## src/rtl/core/pcsc_pkg.sv

```systemverilog
package pcsc_pkg;

  // Conversion mode codes
  localparam logic [2:0] MODE_PASS = 3'd0;
  localparam logic [2:0] MODE_GRAY = 3'd1;
  localparam logic [2:0] MODE_CMY  = 3'd2;
  localparam logic [2:0] MODE_XYZ  = 3'd3;
  localparam logic [2:0] MODE_YUV  = 3'd4;

  // Register map
  localparam int unsigned APB_ADDR_W  = 3;
  localparam logic        REG_MODE_IX = 1'b0;

  // Fixed point: 12 fraction bits
  localparam int unsigned FRAC_BITS = 12;
  localparam int unsigned ACC_W     = 24;

  // Gray: sum / 3 as sum * 683 >> 11, exact for sums up to 765
  localparam logic [9:0]  DIV3_MUL   = 10'd683;
  localparam int unsigned DIV3_SHIFT = 11;

  typedef logic signed [12:0] coef_t;

  // Matrix rows give output channels, columns give R, G, B
  localparam coef_t XYZ_COEF [3][3] = '{
    '{13'sd1688, 13'sd1462, 13'sd737 },
    '{13'sd868,  13'sd2929, 13'sd295 },
    '{13'sd78,   13'sd487,  13'sd3891}
  };

  localparam coef_t YUV_COEF [3][3] = '{
    '{13'sd1225,  13'sd2404,  13'sd467 },
    '{-13'sd692,  -13'sd1356, 13'sd2048},
    '{13'sd2048,  -13'sd1716, -13'sd332}
  };

  // Chroma offset of 128 in fixed point
  localparam logic signed [ACC_W-1:0] CHROMA_OFS = 24'sd524288;

  typedef struct packed {
    logic [2:0] mode;
  } cfg_t;

endpackage

```

## src/rtl/core/pcsc_apb_regs.sv

```systemverilog
module pcsc_apb_regs
  import pcsc_pkg::*;
(
  input  logic                  clk_i,
  input  logic                  rst_ni,
  input  logic                  psel,
  input  logic                  penable,
  input  logic                  pwrite,
  input  logic [APB_ADDR_W-1:0] paddr,
  input  logic [31:0]           pwdata,
  output logic [31:0]           prdata,
  output logic                  pready,
  output cfg_t                  cfg_o
);

  logic [2:0] mode_q;
  logic [2:0] mode_d;
  logic       wr_en;

  assign pready = 1'b1;
  assign wr_en  = psel & penable & pwrite & (paddr[2] == REG_MODE_IX);

  // Take the mode on a completed write to register zero
  always_comb begin
    mode_d = mode_q;
    if (wr_en) begin
      mode_d = pwdata[2:0];
    end
  end

  always_ff @(posedge clk_i or negedge rst_ni) begin
    if (!rst_ni) begin
      mode_q <= MODE_PASS;
    end else begin
      mode_q <= mode_d;
    end
  end

  // Read back; addresses past the map return zero
  assign prdata     = (paddr[2] == REG_MODE_IX) ? {29'd0, mode_q} : 32'd0;
  assign cfg_o.mode = mode_q;

endmodule

```

## src/rtl/core/pcsc_convert.sv

```systemverilog
module pcsc_convert
  import pcsc_pkg::*;
(
  input  cfg_t       cfg_i,
  input  logic [7:0] red_i,
  input  logic [7:0] green_i,
  input  logic [7:0] blue_i,
  output logic [7:0] chan0_o,
  output logic [7:0] chan1_o,
  output logic [7:0] chan2_o
);

  logic signed [8:0]       px   [3];
  logic signed [21:0]      prod [3][3];
  logic signed [ACC_W-1:0] acc  [3];
  logic [7:0]              mat  [3];
  logic [9:0]              sum3;
  logic [19:0]             gray_prod;
  logic [7:0]              gray;
  logic                    yuv;

  assign px[0] = signed'({1'b0, red_i});
  assign px[1] = signed'({1'b0, green_i});
  assign px[2] = signed'({1'b0, blue_i});
  assign yuv   = (cfg_i.mode == MODE_YUV);

  // Matrix rows: three products, chroma offset in YUV mode, shift and clamp
  always_comb begin
    for (int k = 0; k < 3; k++) begin
      for (int j = 0; j < 3; j++) begin
        prod[k][j] = (yuv ? YUV_COEF[k][j] : XYZ_COEF[k][j]) * px[j];
      end
      acc[k] = ACC_W'(prod[k][0]) + ACC_W'(prod[k][1]) + ACC_W'(prod[k][2]);
      if (yuv && (k != 0)) begin
        acc[k] = acc[k] + CHROMA_OFS;
      end
      if (acc[k][ACC_W-1]) begin
        mat[k] = 8'd0;
      end else if (|acc[k][ACC_W-2:FRAC_BITS+8]) begin
        mat[k] = 8'hFF;
      end else begin
        mat[k] = acc[k][FRAC_BITS+7:FRAC_BITS];
      end
    end
  end

  // Gray: channel sum divided by three via reciprocal multiply
  assign sum3      = 10'(red_i) + 10'(green_i) + 10'(blue_i);
  assign gray_prod = 20'(sum3) * 20'(DIV3_MUL);
  assign gray      = gray_prod[DIV3_SHIFT+7:DIV3_SHIFT];

  // Select the result for the active mode
  always_comb begin
    case (cfg_i.mode)
      MODE_GRAY: begin
        chan0_o = gray;
        chan1_o = 8'd0;
        chan2_o = 8'd0;
      end
      MODE_CMY: begin
        chan0_o = ~red_i;
        chan1_o = ~green_i;
        chan2_o = ~blue_i;
      end
      MODE_XYZ, MODE_YUV: begin
        chan0_o = mat[0];
        chan1_o = mat[1];
        chan2_o = mat[2];
      end
      default: begin
        chan0_o = red_i;
        chan1_o = green_i;
        chan2_o = blue_i;
      end
    endcase
  end

endmodule

```

## src/rtl/core/pixel_color_space_converter_unit.sv

```systemverilog
// Channel      Dir  Handshake                   Contents
// s_axis       in   tvalid/tready               source pixel: red, green, blue
// m_axis       out  tvalid/tready               converted pixel: chan0, chan1, chan2
// apb          in   psel/penable/pwrite/pready  conversion_mode at byte address 0
//
// One pixel per cycle unless m_axis stalls; stages: input register, result register.
// The conversion is combinational logic between the two registers.
// Reset (rst_ni low, asynchronous) empties both stages and sets mode to pass-through.
// Stalls on m_axis fill the input register and then drop s_axis_tready.
module pixel_color_space_converter_unit
  import pcsc_pkg::*;
(
  input  logic                  clk_i,
  input  logic                  rst_ni,
  input  logic                  s_axis_tvalid,
  output logic                  s_axis_tready,
  input  logic [23:0]           s_axis_tdata,   // red_in, green_in, blue_in
  output logic                  m_axis_tvalid,
  input  logic                  m_axis_tready,
  output logic [23:0]           m_axis_tdata,   // chan0_out, chan1_out, chan2_out
  input  logic                  psel,
  input  logic                  penable,
  input  logic                  pwrite,
  input  logic [APB_ADDR_W-1:0] paddr,
  input  logic [31:0]           pwdata,
  output logic [31:0]           prdata,
  output logic                  pready
);

  cfg_t        cfg;
  logic        in_vld_q, in_vld_d;
  logic [23:0] pix_q, pix_d;
  logic        res_vld_q, res_vld_d;
  logic [23:0] res_q, res_d;
  logic        res_adv;
  logic        in_adv;
  logic [7:0]  c0, c1, c2;

  pcsc_apb_regs u_regs (
    .clk_i   (clk_i),
    .rst_ni  (rst_ni),
    .psel    (psel),
    .penable (penable),
    .pwrite  (pwrite),
    .paddr   (paddr),
    .pwdata  (pwdata),
    .prdata  (prdata),
    .pready  (pready),
    .cfg_o   (cfg)
  );

  pcsc_convert u_conv (
    .cfg_i   (cfg),
    .red_i   (pix_q[7:0]),
    .green_i (pix_q[15:8]),
    .blue_i  (pix_q[23:16]),
    .chan0_o (c0),
    .chan1_o (c1),
    .chan2_o (c2)
  );

  // Advance each stage when the one after it can take a word
  assign res_adv       = !res_vld_q || m_axis_tready;
  assign in_adv        = !in_vld_q || res_adv;
  assign s_axis_tready = in_adv;

  always_comb begin
    in_vld_d  = in_vld_q;
    pix_d     = pix_q;
    res_vld_d = res_vld_q;
    res_d     = res_q;
    if (res_adv) begin
      res_vld_d = in_vld_q;
      res_d     = {c2, c1, c0};
    end
    if (in_adv) begin
      in_vld_d = s_axis_tvalid;
      pix_d    = s_axis_tdata;
    end
  end

  always_ff @(posedge clk_i or negedge rst_ni) begin
    if (!rst_ni) begin
      in_vld_q  <= 1'b0;
      res_vld_q <= 1'b0;
    end else begin
      in_vld_q  <= in_vld_d;
      res_vld_q <= res_vld_d;
    end
  end

  always_ff @(posedge clk_i) begin
    pix_q <= pix_d;
    res_q <= res_d;
  end

  assign m_axis_tvalid = res_vld_q;
  assign m_axis_tdata  = res_q;

endmodule

```

## config.mk

```make
export PLATFORM = sky130hd
export DESIGN_NAME = pixel_color_space_converter_unit
export DESIGN_NICKNAME = d
export VERILOG_FILES = /design/src/rtl/core/pcsc_pkg.sv /design/src/rtl/core/pcsc_apb_regs.sv /design/src/rtl/core/pcsc_convert.sv /design/src/rtl/core/pixel_color_space_converter_unit.sv
export SDC_FILE = /design/constraint.sdc
export NUM_CORES = 1
export LEC_CHECK = 0
export BUFFER_PORTS_ARGS = -buffer_cell sky130_fd_sc_hd__clkbuf_2
export CORE_MARGIN = 2
export CORE_UTILIZATION = 45
export CTS_BUF_LIST = sky130_fd_sc_hd__clkbuf_4
export CTS_CLUSTER_DIAMETER = 60
export CTS_CLUSTER_SIZE = 8
export DETAILED_ROUTE_END_ITERATION = 12
export PLACE_DENSITY = 0.74
export SLEW_MARGIN = 20
export SYNTH_ARGS = -nofsm -noshare
export SYNTH_HDL_FRONTEND = slang
export SYNTH_HIERARCHICAL = 1
export SYNTH_SLANG_ARGS = --single-unit
```

## constraint.sdc

```tcl
create_clock -name clk_i -period 8.7 [get_ports clk_i]
set_clock_uncertainty 0.2 [all_clocks]
set_input_delay 0.87 -clock clk_i [delete_from_list [all_inputs] [get_ports clk_i]]
set_output_delay 0.87 -clock clk_i [all_outputs]
set_load 0.005 [all_outputs]
```

# Word level (Yosys, flattened, before mapping)
# Cells that the tools add are included.
[totals] regBits=53 inputBits=66 wordCells=65
[classes] n_addsub=10 multipliers=10 eq_ne=4 n_mux=21 n_bitwise=7 reduce_logical=8
[ops] op="$mul A22 B9 Y22" count=4
[ops] op="$mux W22" count=4
[ops] op="$pmux W8 S3" count=3
[ops] op="$mul A12 B8 Y20" count=3
[ops] op="$add A24 B21 Y24 const B" count=2
[ops] op="$mux W24" count=2
[ops] op="$mux W8" count=6
[ops] op="$mux W12" count=3
[ops] op="$add A23 B19 Y24" count=1
[ops] op="$add A23 B21 Y24" count=1
[ops] op="$add A23 B22 Y24" count=1
[ops] op="$not A8 Y8" count=3
[ops] op="$add A21 B22 Y23" count=1
[ops] op="$add A22 B22 Y23" count=1
[ops] op="$add A19 B20 Y21" count=1
[ops] op="$mux W10" count=2
[ops] op="$mul A10 B10 Y19 const B" count=1
[ops] op="$mul A11 B8 Y19" count=1
[ops] op="$mul A10 B8 Y18" count=1
[ops] op="$add A10 B8 Y10" count=1
[ops] op="$add A8 B8 Y9" count=1
[ops] op="$reduce_or A3 Y1" count=3
[ops] op="$eq A3 B2 Y1 const B" count=2
[ops] op="$and A1 B1 Y1" count=3
[ops] op="7 further kinds" count=9

# Depth between registers and ports, before layout
[logic_depth] depth_word=11 ltp_mapped=43 ltp_nobuf=39

# Modules after synthesis
# Netlist, hierarchy kept.
[by_module_without_submodules] module="pcsc_convert" n_inst=1 cells_per_inst=2618 area_each_um2=23739.0
[by_module_without_submodules] module="pixel_color_space_converter_unit" n_inst=1 cells_per_inst=55 area_each_um2=1526.5
[by_module_without_submodules] module="pcsc_apb_regs" n_inst=1 cells_per_inst=42 area_each_um2=402.9

# Worst setup path before layout
# Ideal clock, no wire load.
[synth_path] path_type="register -> register" startpoint="register u_regs.mode_q[1] (netlist: u_regs/cfg_o[1])" endpoint="register res_q[10] (netlist: m_axis_tdata[10]) (data pin)" setup_time_ns=0.284 arrival_ns=8.745 required_ns=8.216 path_slack_ns=-0.529 stages_incl_launch_ff=40 n_path_buf=4 synth_period_minus_slack_ns=9.229 cell_sequence="dfrtp_1 -> buf_2 -> nor2_1 -> nand2_1 -> clkbuf_1 -> buf_1 -> clkbuf_1 -> nand2_1 -> inv_1 -> ha_1 -> ha_1 -> inv_1 -> fa_1 -> inv_1 -> ha_1 -> fa_1 -> a21o_1 -> a21oi_1 -> [... 4 more ...] -> o31a_1 -> o41ai_1 -> o21ai_0 -> xor2_1 -> fa_1 -> ha_1 -> a2111oi_0 -> o21ai_0 -> a31o_2 -> a221oi_1 -> xnor2_1 -> ha_1 -> nand2_1 -> and4bb_1 -> mux2_1 -> mux2_2 -> nand2_2 -> o221ai_1"
[synth_via] elab_chain_len=11
[synth_rtl] item="start: declaration" line_no="pcsc_apb_regs.sv:16" text="logic [2:0] mode_q;"
[synth_rtl] item="start signal: assignment" line_no="pcsc_apb_regs.sv:35" text="mode_q <= mode_d;"
[synth_rtl] item="$eq A3 B3 Y1" line_no="pcsc_convert.sv:25, pcsc_convert.sv:54"
[synth_rtl] item="$mux W22" line_no="pcsc_convert.sv:31" text="prod[k][j] = (yuv ? YUV_COEF[k][j] : XYZ_COEF[k][j]) * px[j];"
[synth_rtl] item="$mul A22 B9 Y22" line_no="pcsc_convert.sv:31"
[synth_rtl] item="$add A22 B22 Y23" line_no="pcsc_convert.sv:33" text="acc[k] = ACC_W'(prod[k][0]) + ACC_W'(prod[k][1]) + ACC_W'(prod[k][2]);"
[synth_rtl] item="$add A23 B21 Y24" line_no="pcsc_convert.sv:33"
[synth_rtl] item="$add A24 B21 Y24" line_no="pcsc_convert.sv:35" text="acc[k] = acc[k] + CHROMA_OFS;"
[synth_rtl] item="$mux W24" line_no="pcsc_convert.sv:34" text="if (yuv && (k != 0)) begin"
[synth_rtl] item="$reduce_or A3 Y1" line_no="pcsc_convert.sv:39" text="end else if (|acc[k][ACC_W-2:FRAC_BITS+8]) begin"
[synth_rtl] item="$mux W8" line_no="pcsc_convert.sv:39"
[synth_rtl] item="$mux W8" line_no="pcsc_convert.sv:37" text="if (acc[k][ACC_W-1]) begin"
[synth_rtl] item="$pmux W8 S3 (*)" line_no="pcsc_convert.sv:54" text="case (cfg_i.mode)"
[synth_rtl] item="named net c1[2]" line_no="pixel_color_space_converter_unit.sv:37" text="logic [7:0] c0, c1, c2;"
[synth_rtl] item="end signal: assignment" line_no="pixel_color_space_converter_unit.sv:94" text="res_q <= res_d;"
[synth_rtl] item="end: declaration" line_no="pixel_color_space_converter_unit.sv:34" text="logic [23:0] res_q, res_d;"
# The timed path passes the listed nets; every way through them passes the cells marked *.
# A chain may end at the register's enable or synchronous reset.

# Final worst setup path
[layout_path] startpoint="register u_regs.mode_q[0] (netlist: u_regs/cfg_o[0])" endpoint="register res_q[10] (netlist: m_axis_tdata[10]) (data pin)"
# The elaborated chain is that of the path after synthesis.

==> results.sh <==
export IMPL_postSynth_asyncResetShare=0.0943
export IMPL_drt_first_pass_iters=5
export IMPL_fin_crit_sh=0.978
export IMPL_synth_compound_area_frac=0.0909
export IMPL_die_width_um=243
export IMPL_syn_inst=2715
export IMPL_drv_cap=0
export IMPL_synth_top_family_by_area="adder cells"
export IMPL_drt_antenna_violating_nets=0
export IMPL_cts_tree="yes"
export IMPL_antenna_violations_before_repair=1
export IMPL_met3_resource_use_gr=0.0377
export IMPL_drt_initial_drc_count=1210
export IMPL_layout_cells_most_common="inv_1"
export IMPL_worst_setup_path_end_kind="register"
export IMPL_routed_via_density=5.19
export IMPL_layout_cell_area_non_filler_um2=29900
export IMPL_regArea_um2=1570
export IMPL_number_of_unique_standard_cell_types_used_by_synthesis=84
export IMPL_worst_endpoint_required_ns=8.73
export IMPL_io_buffers=63
export IMPL_rr_startpoint="u_regs/cfg_o[0]"
export IMPL_synth_seq_cells=53
export IMPL_synth_mux_area_frac=0.00463
export IMPL_worstReg2RegEnd="m_axis_tdata[10]"
export IMPL_insertion_delay_ns=0.50
export IMPL_syn2layout_area_growth_pct=16.5
export IMPL_timing_worst_slew_pin_value_ns=0.784
export IMPL_clock_fmax_ghz=0.118
export IMPL_grt_most_used_layer="met2"
export IMPL_grt_max_degree=26
export IMPL_synthesis_area_per_instance_um2=9.45
export IMPL_max_stage_delay_ns=0.59
export IMPL_syn_cell_area_um2=25700
export IMPL_grt_setup_unrepaired="yes"
export IMPL_launching_element_of_the_worst_setup_path="u_regs/cfg_o[0]"
export IMPL_design_portCount=125
export IMPL_tritoncts_num_buffers=5
export IMPL_cts_path_max_buffers=2
export IMPL_timing_reg2reg_worst_path_depth=38
export IMPL_grt_overflow_total=0
export IMPL_layout_common_cells="inv_1, ha_1, fa_1"
export IMPL_setup_cp_type="reg2reg"
export IMPL_master_of_the_slowest_instance_on_the_critical_path="fa_1"
export IMPL_via_count=19700
export IMPL_initial_core_utilization=0.455
export IMPL_route_final_wire_length_um=70700
export IMPL_synth_edff_count=48
export IMPL_worst_hold_path_type="reg2reg"
export IMPL_clkSlewWorstSetupHoldPaths_ns=0.20
export IMPL_cp_max_fo=8
export IMPL_maxSlewViolCount=0
export IMPL_synth_top_flop_cell="edfxtp_1"
export IMPL_arrival_ns=8.54
export IMPL_number_of_rows_created_at_floorplan=87
export IMPL_synth_yosys_warnings=6
export IMPL_routed_wire_length_per_instance_um=18.6
export IMPL_setup_worst_path_start_class="register"
export IMPL_seq_area_frac_synth=0.0610
export IMPL_post_dp_cell_area_um2=28500
export IMPL_grt_util_met1=0.307
export IMPL_wire_length_of_the_first_global_routing_pass_um=108000
export IMPL_dp_hpwl_um=60900
export IMPL_cts_htree_levels=2
export IMPL_outcome="completed"
export IMPL_synth_simple_gate_area_frac=0.0795
export IMPL_globalplace_congestion=1.07
export IMPL_fin_crit_ns=8.51
export IMPL_multi_input_comb_area_um2=22300
export IMPL_post_synth_fa_ha_maj_area_fraction=0.597
export IMPL_gr_usage_all_layers=0.237
export IMPL_core_region_area_um2=56400
export IMPL_numClockSinks=53
export IMPL_hold_viol_final=0
export IMPL_first_global_vias=19900
export IMPL_ctsRootBufferMaster="clkbuf_4"
export IMPL_setup_violations_final=0
export IMPL_slew_headroom=0.477
export IMPL_path_common_cell="fa_1"
export IMPL_number_of_fill_cells_in_the_layout=5044
export IMPL_rrSetupSlack_ns=0.19
export IMPL_die_area_um2=59000
export IMPL_crit_end="m_axis_tdata[10]"
export IMPL_fin_nets=4059
export IMPL_drive_above_1_share=0.173
export IMPL_drc=0
export IMPL_grt_use_met2=0.393
export IMPL_synthXorXnorAreaFrac=0.0481
export IMPL_die_h_um=243
sequential cells by signal, summed over array words and instances (netlist names):
signal and count:
m_axis_tdata 24, u_regs/cfg_o 3, m_axis_tvalid 1, pix_q 24, in_vld_q 1
metal layers:
| layer | vias up | routed length, µm |
|---|---|---|
| met5 | - | 0 |
| met4 | 0 | 3940 |
| met2 | 604 | 33000 |
| li1 | 9214 | - |
| met1 | 9706 | 28500 |
| met3 | 157 | 5200 |
metrics by stage:
step	utilization	TNS [ns]	setup WS [ns]	hold WS [ns]	std cells
after floorplan	-	0	0.0103	0.258	2773
after global placement	0.506	0	0.0109	0.267	3748
after detailed placement	0.506	-1.45	-0.124	0.273	3748
after CTS	0.508	0	0.00496	0.281	3757
after global routing	0.530	-1.59	-0.125	0.311	3792
final	0.530	0	0.192	0.314	3792
synth_stat cells, types with 5 or more instances:
master / count / area share
o2111ai_1: 5 / 0.0017
a221oi_1: 7 / 0.0024
edfxtp_1: 48 / 0.056
a21oi_1: 99 / 0.019
clkbuf_1: 21 / 0.0031
or2_2: 16 / 0.0039
o21bai_1: 23 / 0.0067
or3_1: 10 / 0.0024
a31oi_1: 10 / 0.0024
o21ai_1: 11 / 0.0021
and3_1: 11 / 0.0027
nor2_1: 94 / 0.014
buf_4: 30 / 0.0088
xnor2_1: 94 / 0.032
nand2b_1: 22 / 0.0054
a211o_1: 5 / 0.0017
nand4_1: 8 / 0.0019
a21boi_0: 6 / 0.0018
dfrtp_1: 5 / 0.0049
nor2b_1: 14 / 0.0034
o21ai_0: 48 / 0.0094
o211ai_1: 5 / 0.0015
a22oi_1: 9 / 0.0026
nand3b_1: 5 / 0.0015
a21o_1: 36 / 0.011
o21a_1: 14 / 0.0041
xor2_1: 47 / 0.016
nand2_1: 137 / 0.020
nand3_1: 27 / 0.0053
a211oi_1: 13 / 0.0038
fa_1: 441 / 0.34
nor3_1: 34 / 0.0066
and2_1: 18 / 0.0044
inv_1: 722 / 0.11
ha_1: 518 / 0.25
o221ai_1: 10 / 0.0034
o22ai_1: 10 / 0.0024
critical path: cells and delay by family, from the launching register on:
family / cells / cell delay, ns
AOI/OAI and AO/OA: 13 / 2.29
DFF: 1 / 0.48
xor gates and xnor gates: 2 / 0.28
buffers and inverters: 10 / 1.29
adders and majority gates: 8 / 2.94
and+or+nand+nor: 5 / 0.79
logic make-up (layout without fill, tap and decap cells):
group	count (synthesis)	count (layout)
adder cells (fa/ha/maj)	960	960
AO/OA/AOI/OAI	350	350
buffers and inverters	779	1041
XOR/XNOR	141	141
multiplexers	10	10
flip-flops	53	53
other	4	63
AND/OR/NAND/NOR	418	418
layout make-up:
type,instances,area share
Tap cell,756,0.0316
Sequential cell,53,0.0524
Clock buffer,5,0.00126
Multi-Input combinational cell,1941,0.745
Inverter,722,0.0908
Timing Repair Buffer,311,0.0782
Antenna cell,1,0.0000837
Clock inverter,3,0.000962
what timing repair did:
action / 4_1_cts / 5_1_grt
resized for setup: 21 / 198
buffers inserted: 0 / 30
hold endpoints to repair: 5 / 0
setup endpoints to repair: 16 / 23
hold buffers: 1 / 0
cloned: 0 / 4
pin swaps: 9 / 104
how the worst min path moves through the flow:
stage	end	slack, ns	cells after the start	from
3_5_place_dp	m_axis_tvalid	0.27	1	in_vld_q
6_report	m_axis_tvalid	0.31	1	in_vld_q
3_3_place_gp	m_axis_tvalid	0.27	1	in_vld_q
5_1_grt	pix_q[18]	0.31	1	s_axis_tdata[18]
2_1_floorplan	m_axis_tvalid	0.26	1	in_vld_q
4_1_cts	pix_q[18]	0.28	1	s_axis_tdata[18]
Power is left out: the tool's default activity adds up to more than one toggle a clock period on the data nets, which glitch-free logic cannot reach.
